## src/base64_stream_encoder_macros.svh

```systemverilog
// ----------------------------------------------------------------------------
// Base64 stream encoder assertion macros
// Concurrent assertion wrappers shared by the encoder RTL. They compile away
// when SYNTHESIS is defined.
// ----------------------------------------------------------------------------
`ifndef BASE64_STREAM_ENCODER_MACROS_SVH
`define BASE64_STREAM_ENCODER_MACROS_SVH
`ifndef SYNTHESIS
// Same-cycle implication, checked out of reset.
`define B64SE_ASSERT_NOW(label, clk, rst, ante, cons, msg) \
   label: assert property (@(posedge clk) disable iff (rst) (ante) |-> (cons)) else $error(msg);
// Next-cycle implication, checked out of reset.
`define B64SE_ASSERT_NEXT(label, clk, rst, ante, cons, msg) \
   label: assert property (@(posedge clk) disable iff (rst) (ante) |=> (cons)) else $error(msg);
`else
`define B64SE_ASSERT_NOW(label, clk, rst, ante, cons, msg)
`define B64SE_ASSERT_NEXT(label, clk, rst, ante, cons, msg)
`endif
`endif

```

## src/b64se_pkg.sv

```systemverilog
// ----------------------------------------------------------------------------
// Base64 stream encoder package
// Shared types, constants and the alphabet lookup for the encoder.
// ----------------------------------------------------------------------------
`timescale 1ns / 1ps
package b64se_pkg;

   // Characters one input byte can produce at most.
   localparam int CharsMax = 4;
   // Default depth of the queue between front and back.
   localparam int QueueDepthDefault = 2;

   // Position within the three-byte group.
   localparam logic [1:0] PH_ZERO = 2'd0;
   localparam logic [1:0] PH_ONE  = 2'd1;
   localparam logic [1:0] PH_TWO  = 2'd2;

   localparam logic [7:0] PAD_CHAR = 8'h3D;

   typedef struct packed {
      logic [7:0] data_byte;
      logic       last_byte;
   } b64se_req_type;

   typedef struct packed {
      logic [7:0] out_char;
      logic       end_of_text;
   } b64se_rsp_type;

   // Characters produced by one input byte, ready for serialisation.
   typedef struct packed {
      logic [CharsMax-1:0][7:0]       chars;
      logic [$clog2(CharsMax)-1:0]    last_idx;
      logic                           eot;
   } b64se_job_type;

   typedef struct packed {
      logic full;
      logic empty;
   } b64se_qstat_type;

   typedef struct packed {
      logic [1:0] phase;
   } b64se_fstat_type;

   // Standard base64 alphabet, computed from the six-bit value.
   function automatic logic [7:0] b64_sym(input logic [5:0] v);
      logic [7:0] r;
      if (v < 6'd26) begin
         r = 8'h41 + {2'b00, v};
      end else if (v < 6'd52) begin
         r = 8'h61 + {2'b00, v} - 8'd26;
      end else if (v < 6'd62) begin
         r = 8'h30 + {2'b00, v} - 8'd52;
      end else if (v == 6'd62) begin
         r = 8'h2B;
      end else begin
         r = 8'h2F;
      end
      return r;
   endfunction

endpackage

```

## src/base64_stream_encoder.sv

```systemverilog
// ----------------------------------------------------------------------------
// Base64 stream encoder
// Encodes a byte stream into padded base64 text, one character per transfer.
// ----------------------------------------------------------------------------
// The encoder emits one character per clock cycle at most, so its sustained
// rate is set by the output serialiser: a byte in the middle of a message
// yields one or two characters (four every three bytes), and a byte flagged
// as last yields two to four characters including padding. Bytes are
// accepted whenever the job queue has room; the first character of a byte
// passes through the queue, the job register and the output register
// before it appears. The final character of each message carries
// end_of_text, and the encoder is then at the start of a fresh group.
`timescale 1ns / 1ps
`include "base64_stream_encoder_macros.svh"
module base64_stream_encoder #(
   parameter int QUEUE_DEPTH = b64se_pkg::QueueDepthDefault
) (
   input  logic                     clock,
   input  logic                     reset,
   input  logic                     req_valid,
   output logic                     req_ready,
   input  b64se_pkg::b64se_req_type req_payload,
   output logic                     rsp_valid,
   input  logic                     rsp_ready,
   output b64se_pkg::b64se_rsp_type rsp_payload
);
   import b64se_pkg::*;

   b64se_qstat_type q_stat;
   b64se_fstat_type f_stat;
   b64se_job_type   push_job, pop_job;
   logic            push, pop, job_valid;

   // Front end: classification and character generation.
   b64se_front u_front (
      .clock       (clock),
      .reset       (reset),
      .req_valid   (req_valid),
      .req_ready   (req_ready),
      .req_payload (req_payload),
      .q_stat      (q_stat),
      .push        (push),
      .push_job    (push_job),
      .f_stat      (f_stat)
   );

   // Queue between the two halves.
   b64se_queue #(
      .DEPTH (QUEUE_DEPTH)
   ) u_queue (
      .clock    (clock),
      .reset    (reset),
      .push     (push),
      .push_job (push_job),
      .pop      (pop),
      .pop_job  (pop_job),
      .q_stat   (q_stat)
   );

   // Back end: serialisation to the output channel.
   b64se_back u_back (
      .clock       (clock),
      .reset       (reset),
      .pop_job     (pop_job),
      .q_stat      (q_stat),
      .pop         (pop),
      .job_valid   (job_valid),
      .rsp_valid   (rsp_valid),
      .rsp_ready   (rsp_ready),
      .rsp_payload (rsp_payload)
   );

   // A last byte always closes the group.
   `B64SE_ASSERT_NEXT(a_last_closes_group, clock, reset, req_valid && req_ready && req_payload.last_byte, f_stat.phase == PH_ZERO, "group not closed after last byte")
   // An idle serialiser picks up a waiting job at once.
   `B64SE_ASSERT_NEXT(a_back_picks_job, clock, reset, !job_valid && !q_stat.empty, job_valid, "serialiser missed a queued job")
   // The serialiser never pops an empty queue.
   `B64SE_ASSERT_NOW(a_no_pop_empty, clock, reset, pop, !q_stat.empty, "pop from empty queue")
   // The group position never reaches the unused fourth code.
   `B64SE_ASSERT_NOW(a_phase_legal, clock, reset, 1'b1, f_stat.phase <= PH_TWO, "group phase out of range")

endmodule

```

## src/b64se_front.sv

```systemverilog
// ----------------------------------------------------------------------------
// Base64 encoder front end
// Accepts bytes, tracks the group position and leftover bits, and builds a
// job holding every character that the byte produces.
// ----------------------------------------------------------------------------
`timescale 1ns / 1ps
module b64se_front (
   input  logic                   clock,
   input  logic                   reset,
   input  logic                   req_valid,
   output logic                   req_ready,
   input  b64se_pkg::b64se_req_type  req_payload,
   input  b64se_pkg::b64se_qstat_type q_stat,
   output logic                   push,
   output b64se_pkg::b64se_job_type push_job,
   output b64se_pkg::b64se_fstat_type f_stat
);
   import b64se_pkg::*;

   logic [1:0] phase_ff, phase_in;
   logic [3:0] carry_ff, carry_in;
   logic [7:0] b;
   logic       last;

   assign b         = req_payload.data_byte;
   assign last      = req_payload.last_byte;
   assign req_ready = !q_stat.full;
   assign push      = req_valid && req_ready;
   assign f_stat.phase = phase_ff;

   // Build the job and the next group state from the current phase.
   always_comb begin
      push_job          = '0;
      push_job.eot      = last;
      phase_in          = PH_ZERO;
      carry_in          = 4'd0;
      unique case (phase_ff)
         PH_ONE: begin
            push_job.chars[0] = b64_sym({carry_ff[1:0], b[7:4]});
            if (last) begin
               push_job.chars[1] = b64_sym({b[3:0], 2'b00});
               push_job.chars[2] = PAD_CHAR;
               push_job.last_idx = 2'd2;
            end else begin
               push_job.last_idx = 2'd0;
               phase_in          = PH_TWO;
               carry_in          = b[3:0];
            end
         end
         PH_TWO: begin
            push_job.chars[0] = b64_sym({carry_ff, b[7:6]});
            push_job.chars[1] = b64_sym(b[5:0]);
            push_job.last_idx = 2'd1;
         end
         default: begin
            // Phase zero, and the unused fourth code, which behaves alike.
            push_job.chars[0] = b64_sym(b[7:2]);
            if (last) begin
               push_job.chars[1] = b64_sym({b[1:0], 4'b0000});
               push_job.chars[2] = PAD_CHAR;
               push_job.chars[3] = PAD_CHAR;
               push_job.last_idx = 2'd3;
            end else begin
               push_job.last_idx = 2'd0;
               phase_in          = PH_ONE;
               carry_in          = {2'b00, b[1:0]};
            end
         end
      endcase
   end

   // Group state advances on every input transfer.
   always_ff @(posedge clock) begin
      if (reset) begin
         phase_ff <= PH_ZERO;
         carry_ff <= 4'd0;
      end else if (push) begin
         phase_ff <= phase_in;
         carry_ff <= carry_in;
      end
   end

endmodule

```

## src/b64se_queue.sv

```systemverilog
// ----------------------------------------------------------------------------
// Base64 encoder job queue
// Small register FIFO that decouples the front end from the serialiser.
// ----------------------------------------------------------------------------
`timescale 1ns / 1ps
module b64se_queue #(
   parameter int DEPTH = b64se_pkg::QueueDepthDefault
) (
   input  logic                      clock,
   input  logic                      reset,
   input  logic                      push,
   input  b64se_pkg::b64se_job_type  push_job,
   input  logic                      pop,
   output b64se_pkg::b64se_job_type  pop_job,
   output b64se_pkg::b64se_qstat_type q_stat
);
   import b64se_pkg::*;

   localparam int PtrW = (DEPTH > 1) ? $clog2(DEPTH) : 1;
   localparam int CntW = $clog2(DEPTH + 1);
   localparam logic [PtrW-1:0] PtrLast = PtrW'(DEPTH - 1);
   localparam logic [CntW-1:0] CntFull = CntW'(DEPTH);

   b64se_job_type      entry_ff [DEPTH];
   logic [PtrW-1:0]    wr_ptr_ff, wr_ptr_in;
   logic [PtrW-1:0]    rd_ptr_ff, rd_ptr_in;
   logic [CntW-1:0]    count_ff, count_in;

   assign pop_job      = entry_ff[rd_ptr_ff];
   assign q_stat.full  = (count_ff == CntFull);
   assign q_stat.empty = (count_ff == '0);

   // Pointer and fill count update.
   always_comb begin
      wr_ptr_in = wr_ptr_ff;
      rd_ptr_in = rd_ptr_ff;
      count_in  = count_ff;
      if (push) begin
         wr_ptr_in = (wr_ptr_ff == PtrLast) ? '0 : wr_ptr_ff + 1'b1;
      end
      if (pop) begin
         rd_ptr_in = (rd_ptr_ff == PtrLast) ? '0 : rd_ptr_ff + 1'b1;
      end
      if (push && !pop) begin
         count_in = count_ff + 1'b1;
      end else if (pop && !push) begin
         count_in = count_ff - 1'b1;
      end
   end

   always_ff @(posedge clock) begin
      if (reset) begin
         wr_ptr_ff <= '0;
         rd_ptr_ff <= '0;
         count_ff  <= '0;
      end else begin
         wr_ptr_ff <= wr_ptr_in;
         rd_ptr_ff <= rd_ptr_in;
         count_ff  <= count_in;
      end
   end

   // Storage needs no reset.
   always_ff @(posedge clock) begin
      if (push) begin
         entry_ff[wr_ptr_ff] <= push_job;
      end
   end

endmodule

```

## src/b64se_back.sv

```systemverilog
// ----------------------------------------------------------------------------
// Base64 encoder serialiser
// Takes jobs from the queue and sends their characters one per cycle, while
// the output is not stalled, through a registered output stage.
// ----------------------------------------------------------------------------
`timescale 1ns / 1ps
module b64se_back (
   input  logic                       clock,
   input  logic                       reset,
   input  b64se_pkg::b64se_job_type   pop_job,
   input  b64se_pkg::b64se_qstat_type q_stat,
   output logic                       pop,
   output logic                       job_valid,
   output logic                       rsp_valid,
   input  logic                       rsp_ready,
   output b64se_pkg::b64se_rsp_type   rsp_payload
);
   import b64se_pkg::*;

   localparam int IdxW = $clog2(CharsMax);

   b64se_job_type   job_ff;
   logic            job_valid_ff, job_valid_in;
   logic [IdxW-1:0] idx_ff, idx_in;
   logic            rsp_valid_ff, rsp_valid_in;
   b64se_rsp_type   rsp_ff;
   logic            out_free, emit, job_done, job_load;

   assign out_free  = !rsp_valid_ff || rsp_ready;
   assign emit      = job_valid_ff && out_free;
   assign job_done  = emit && (idx_ff == job_ff.last_idx);
   assign job_load  = (!job_valid_ff || job_done) && !q_stat.empty;
   assign pop       = job_load;
   assign job_valid = job_valid_ff;
   assign rsp_valid = rsp_valid_ff;
   assign rsp_payload = rsp_ff;

   // Job slot and character index.
   always_comb begin
      job_valid_in = job_valid_ff;
      idx_in       = idx_ff;
      if (job_load) begin
         job_valid_in = 1'b1;
         idx_in       = '0;
      end else if (job_done) begin
         job_valid_in = 1'b0;
      end else if (emit) begin
         idx_in = idx_ff + 1'b1;
      end
      rsp_valid_in = emit ? 1'b1 : (rsp_ready ? 1'b0 : rsp_valid_ff);
   end

   always_ff @(posedge clock) begin
      if (reset) begin
         job_valid_ff <= 1'b0;
         idx_ff       <= '0;
         rsp_valid_ff <= 1'b0;
      end else begin
         job_valid_ff <= job_valid_in;
         idx_ff       <= idx_in;
         rsp_valid_ff <= rsp_valid_in;
      end
   end

   // Payload registers; the end flag rides on the job's final character.
   always_ff @(posedge clock) begin
      if (job_load) begin
         job_ff <= pop_job;
      end
      if (emit) begin
         rsp_ff.out_char    <= job_ff.chars[idx_ff];
         rsp_ff.end_of_text <= job_done && job_ff.eot;
      end
   end

endmodule
```

## config.mk

```make
export PLATFORM = sky130hd
export DESIGN_NAME = base64_stream_encoder
export DESIGN_NICKNAME = d
export VERILOG_FILES = /design/src/b64se_pkg.sv /design/src/base64_stream_encoder.sv /design/src/b64se_front.sv /design/src/b64se_queue.sv /design/src/b64se_back.sv
export VERILOG_INCLUDE_DIRS = /design/src /design/src/src
export SDC_FILE = /design/constraint.sdc
export NUM_CORES = 1
export LEC_CHECK = 0
export BUFFER_PORTS_ARGS = -buffer_cell sky130_fd_sc_hd__buf_2
export CAP_MARGIN = 5
export CORE_MARGIN = 5
export CORE_UTILIZATION = 60
export CTS_CLUSTER_SIZE = 30
export DETAILED_ROUTE_END_ITERATION = 8
export HOLD_SLACK_MARGIN = 0.1
export PLACE_DENSITY = 0.82
export SLEW_MARGIN = 20
export SYNTH_ARGS = -nofsm -noshare
export SYNTH_HDL_FRONTEND = slang
export SYNTH_HIERARCHICAL = 1
export SYNTH_SLANG_ARGS = --single-unit
```

## constraint.sdc

```tcl
create_clock -name clock -period 8.65 [get_ports clock]
set_input_delay 1.73 -clock clock [delete_from_list [all_inputs] [get_ports clock]]
set_output_delay 1.73 -clock clock [all_outputs]
set_load 0.1 [all_outputs]
```

==> out/metrics.csv <==
stage;metric;value;unit
power;pwr/cell area;300;nW/µm²
global_routing;Total GRT Usage;0.224;
layout;Antenna diodes;0;
synth;Mapped Area;6880;µm²
clock_tree;CTS tree;yes;
flow_run;Max-Cap Viols;0;
global_routing;vias in the first global route;4482;
synth;Yosys warning total;6;
layout;nets;602;
clock_tree;H-tree Lvls;4;
detailed_routing;via count;4526;
clock_tree;postcts setup bufs;0;
global_routing;first-pass GRT wire length;23200;µm
setup_path;Max FO, Critical Path;20;
die;io pins;24;
run_status;status;completed;
layout;Fill cells;789;
setup_path;reg2reg path depth;8;
setup_path;Worst EP arrival;3.76;ns
clock_tree;hold_buf cts;0;
layout;leading cell type in the layout, fill and taps excluded;edfxtp_1;
die;die area;13700;µm²
layout;area grow syn2layout;9.37;%
synth;Most used DFF post-synth;edfxtp_1;
sta;Fin Clk Skew;0.0221;ns
synth;sequential-to-total area share from yosys stat;0.541;
setup_path;kind of critical path;primary input to register;
setup_path;Setup crit end;u_queue/entry_ff[1][15];
sta;RSZ-0062 raised after global routing;no;
setup_path;reg2reg end;u_queue/count_ff[1];
setup_path;crit path launch type;primary input;
synth;Post-Synthesis Cells;565;
global_routing;largest net degree at the start of global routing;39;
setup_path;required time worst endpoint;8.79;ns
min_path;worst hold path stage count;2;
power;Worst VDD drop;324;µV
setup_path;reg2reg setup slack;5.81;ns
detailed_routing;DRT Wirelength;14500;µm
sta;max-slew violations;0;
die;floorplan row count;39;
clock_tree;CTS clock-pin slew for the worst setup and hold paths;0.05;ns
sta;Final TNS setup;0;ns
die;chip height;117;µm
setup_path;CP endpoint kind;register;
detailed_routing;drt first pass iters;5;
min_path;Hold Crit Class;register to register;
die;starting density of the core;0.608;
synth;Distinct cells, synth;62;
detailed_routing;WL per Instance;20.1;µm
placement;hpwl dp;9550;µm
sta;Peak Freq;0.276;GHz
global_routing;GRT overflow;0;
clock_tree;Inserted Clock Buffers;17;
placement;RD Place Congestion;1.03;
layout;layout cell share with drive strength beyond 1;0.193;
die;Die W;117;µm
clock_tree;Clock Sinks;129;
clock_tree;CTS max path bufs;2;
power;Pleak;0.00268;µW
clock_tree;clk_lat worst skew;0.41;ns
synth;EDFF count, synth;114;
sta;Final Cycle Share;0.418;
sta;worst slew pin tran;0.958;ns
detailed_routing;# DRC;0;
sta;setup violators final;0;
setup_path;reg-to-reg critical path startpoint;u_back/idx_ff[0];
setup_path;CP startpoint;req_payload[6];
sta;worst rel slew slack;0.360;
global_routing;initial antenna violation count;0;
synth;syn_area_per_cell;12.2;µm²
layout;utilization after layout;0.664;
clock_tree;CTS root buffer;clkbuf_16;
sta;Tmin final;3.62;ns
detailed_routing;via-per-instance ratio;6.27;
detailed_routing;Routed Antenna Nets;0;
synth;Post-synth ARST share;0;
synth;Yosys reg bits;129;
sta;Final Hold Viols;0;
detailed_routing;DRC violation total after the first TritonRoute iteration;376;
layout;commonest cells after routing, fill and taps aside;114 x edfxtp_1, 41 x mux2_2, 39 x nand2_1;
placement;I/O Buffers;23;
clock_tree;Resize count post-CTS;0;
die;core area;11300;µm²
per-stage QoR:
step | total power [µW] | cell area (µm²) | worst slack, ns | hold WS [ns] | instances
CTS | 2270 | 7520 | 5.09 | 0.477 | 722
global route | 2350 | 7520 | 4.87 | 0.496 | 722
floorplan | 1440 | 6900 | 3.64 | 0.443 | 570
detailed placement | 1570 | 6940 | 4.66 | 0.471 | 690
global placement | 1540 | 6940 | 4.73 | 0.459 | 690
finish | 2250 | 7520 | 5.03 | 0.475 | 722
per-layer routing:
metal  routed length, µm  vias up  GRT usage
met4                 430        0      0.107
met3                 745       29     0.0422
met5                   0        -          0
met2                7250      193      0.378
met1                6080     2184      0.279
li1                    -     2120          -
synthesized netlist by cell type, types with 8 or more instances:
library cell,count,area [µm²]
a21oi_1,37,185
buf_2,13,65.1
nand2b_1,8,50.1
a21o_1,9,67.6
nor3_1,10,50.1
dfxtp_1,15,300
mux4_1,8,210
edfxtp_1,114,3420
o21ai_0,22,110
buf_4,19,143
nand3_1,18,90.1
ha_1,23,288
nor2_1,22,82.6
clkbuf_1,15,56.3
xnor2_1,16,140
nor2b_1,12,75.1
mux2_2,41,462
inv_1,23,86.3
nand2_1,39,146
flip-flops by register name, indices dropped and copies added, names as in the netlist, named ones only:
name	flops
u_back/idx_ff	2
u_back/job_ff	35
u_back/job_valid	1
u_back/rsp_payload	9
u_back/rsp_valid	1
u_front/carry_ff	4
u_front/f_stat	2
u_queue/count_ff	2
u_queue/entry_ff	70
u_queue/rd_ptr_ff	1
u_queue/wr_ptr_ff	1
layout make-up:
type	instances	area, µm²	share of cell area
multi-input cells	368	2810	0.374
repair buffers	27	145	0.0193
clock buffers	20	437	0.0581
inverters	23	86.3	0.0115
well taps	143	179	0.0238
flip-flops and latches	129	3720	0.495
clock inverters	12	141	0.0188
power by group:
part | internal (µW) | switching, µW | leakage [µW]
Sequential | 908 | 71.6 | 0.00120
Clock | 449 | 240 | 0.000287
Combinational | 199 | 385 | 0.00120
Total | 1560 | 697 | 0.00268
worst min path at each step:
stage                                 start                end  slack [ns]
after floorplan           u_front/f_stat[0]  u_front/f_stat[0]        0.44
after global placement    u_front/f_stat[0]  u_front/f_stat[0]        0.46
after detailed placement  u_front/f_stat[0]  u_front/f_stat[0]        0.47
after CTS                 u_front/f_stat[0]  u_front/f_stat[0]        0.48
after global routing      u_front/f_stat[1]  u_front/f_stat[1]        0.50
final                     u_front/f_stat[0]  u_front/f_stat[0]        0.47
cell families (layout without fill, tap and decap cells):
kind of cell    count (synthesis)  count (layout)  synth area share
simple gates                  138             138             0.103
flops                         129             129             0.541
compound gates                128             128             0.127
buf+inv                        73              82            0.0548
mux                            54              54             0.105
fa+ha+maj                      23              23            0.0418
xor+xnor                       19              19            0.0269
other cells                     1               6          0.000545
worst max-delay path, stage by stage:
cell	delay, ns
buf_2	0.32
ha_1	0.38
nor2b_1	0.53
a21oi_1	0.24
a221oi_1	0.39
o32ai_1	0.16
No activity file was read; power rests on OpenSTA's default activity.
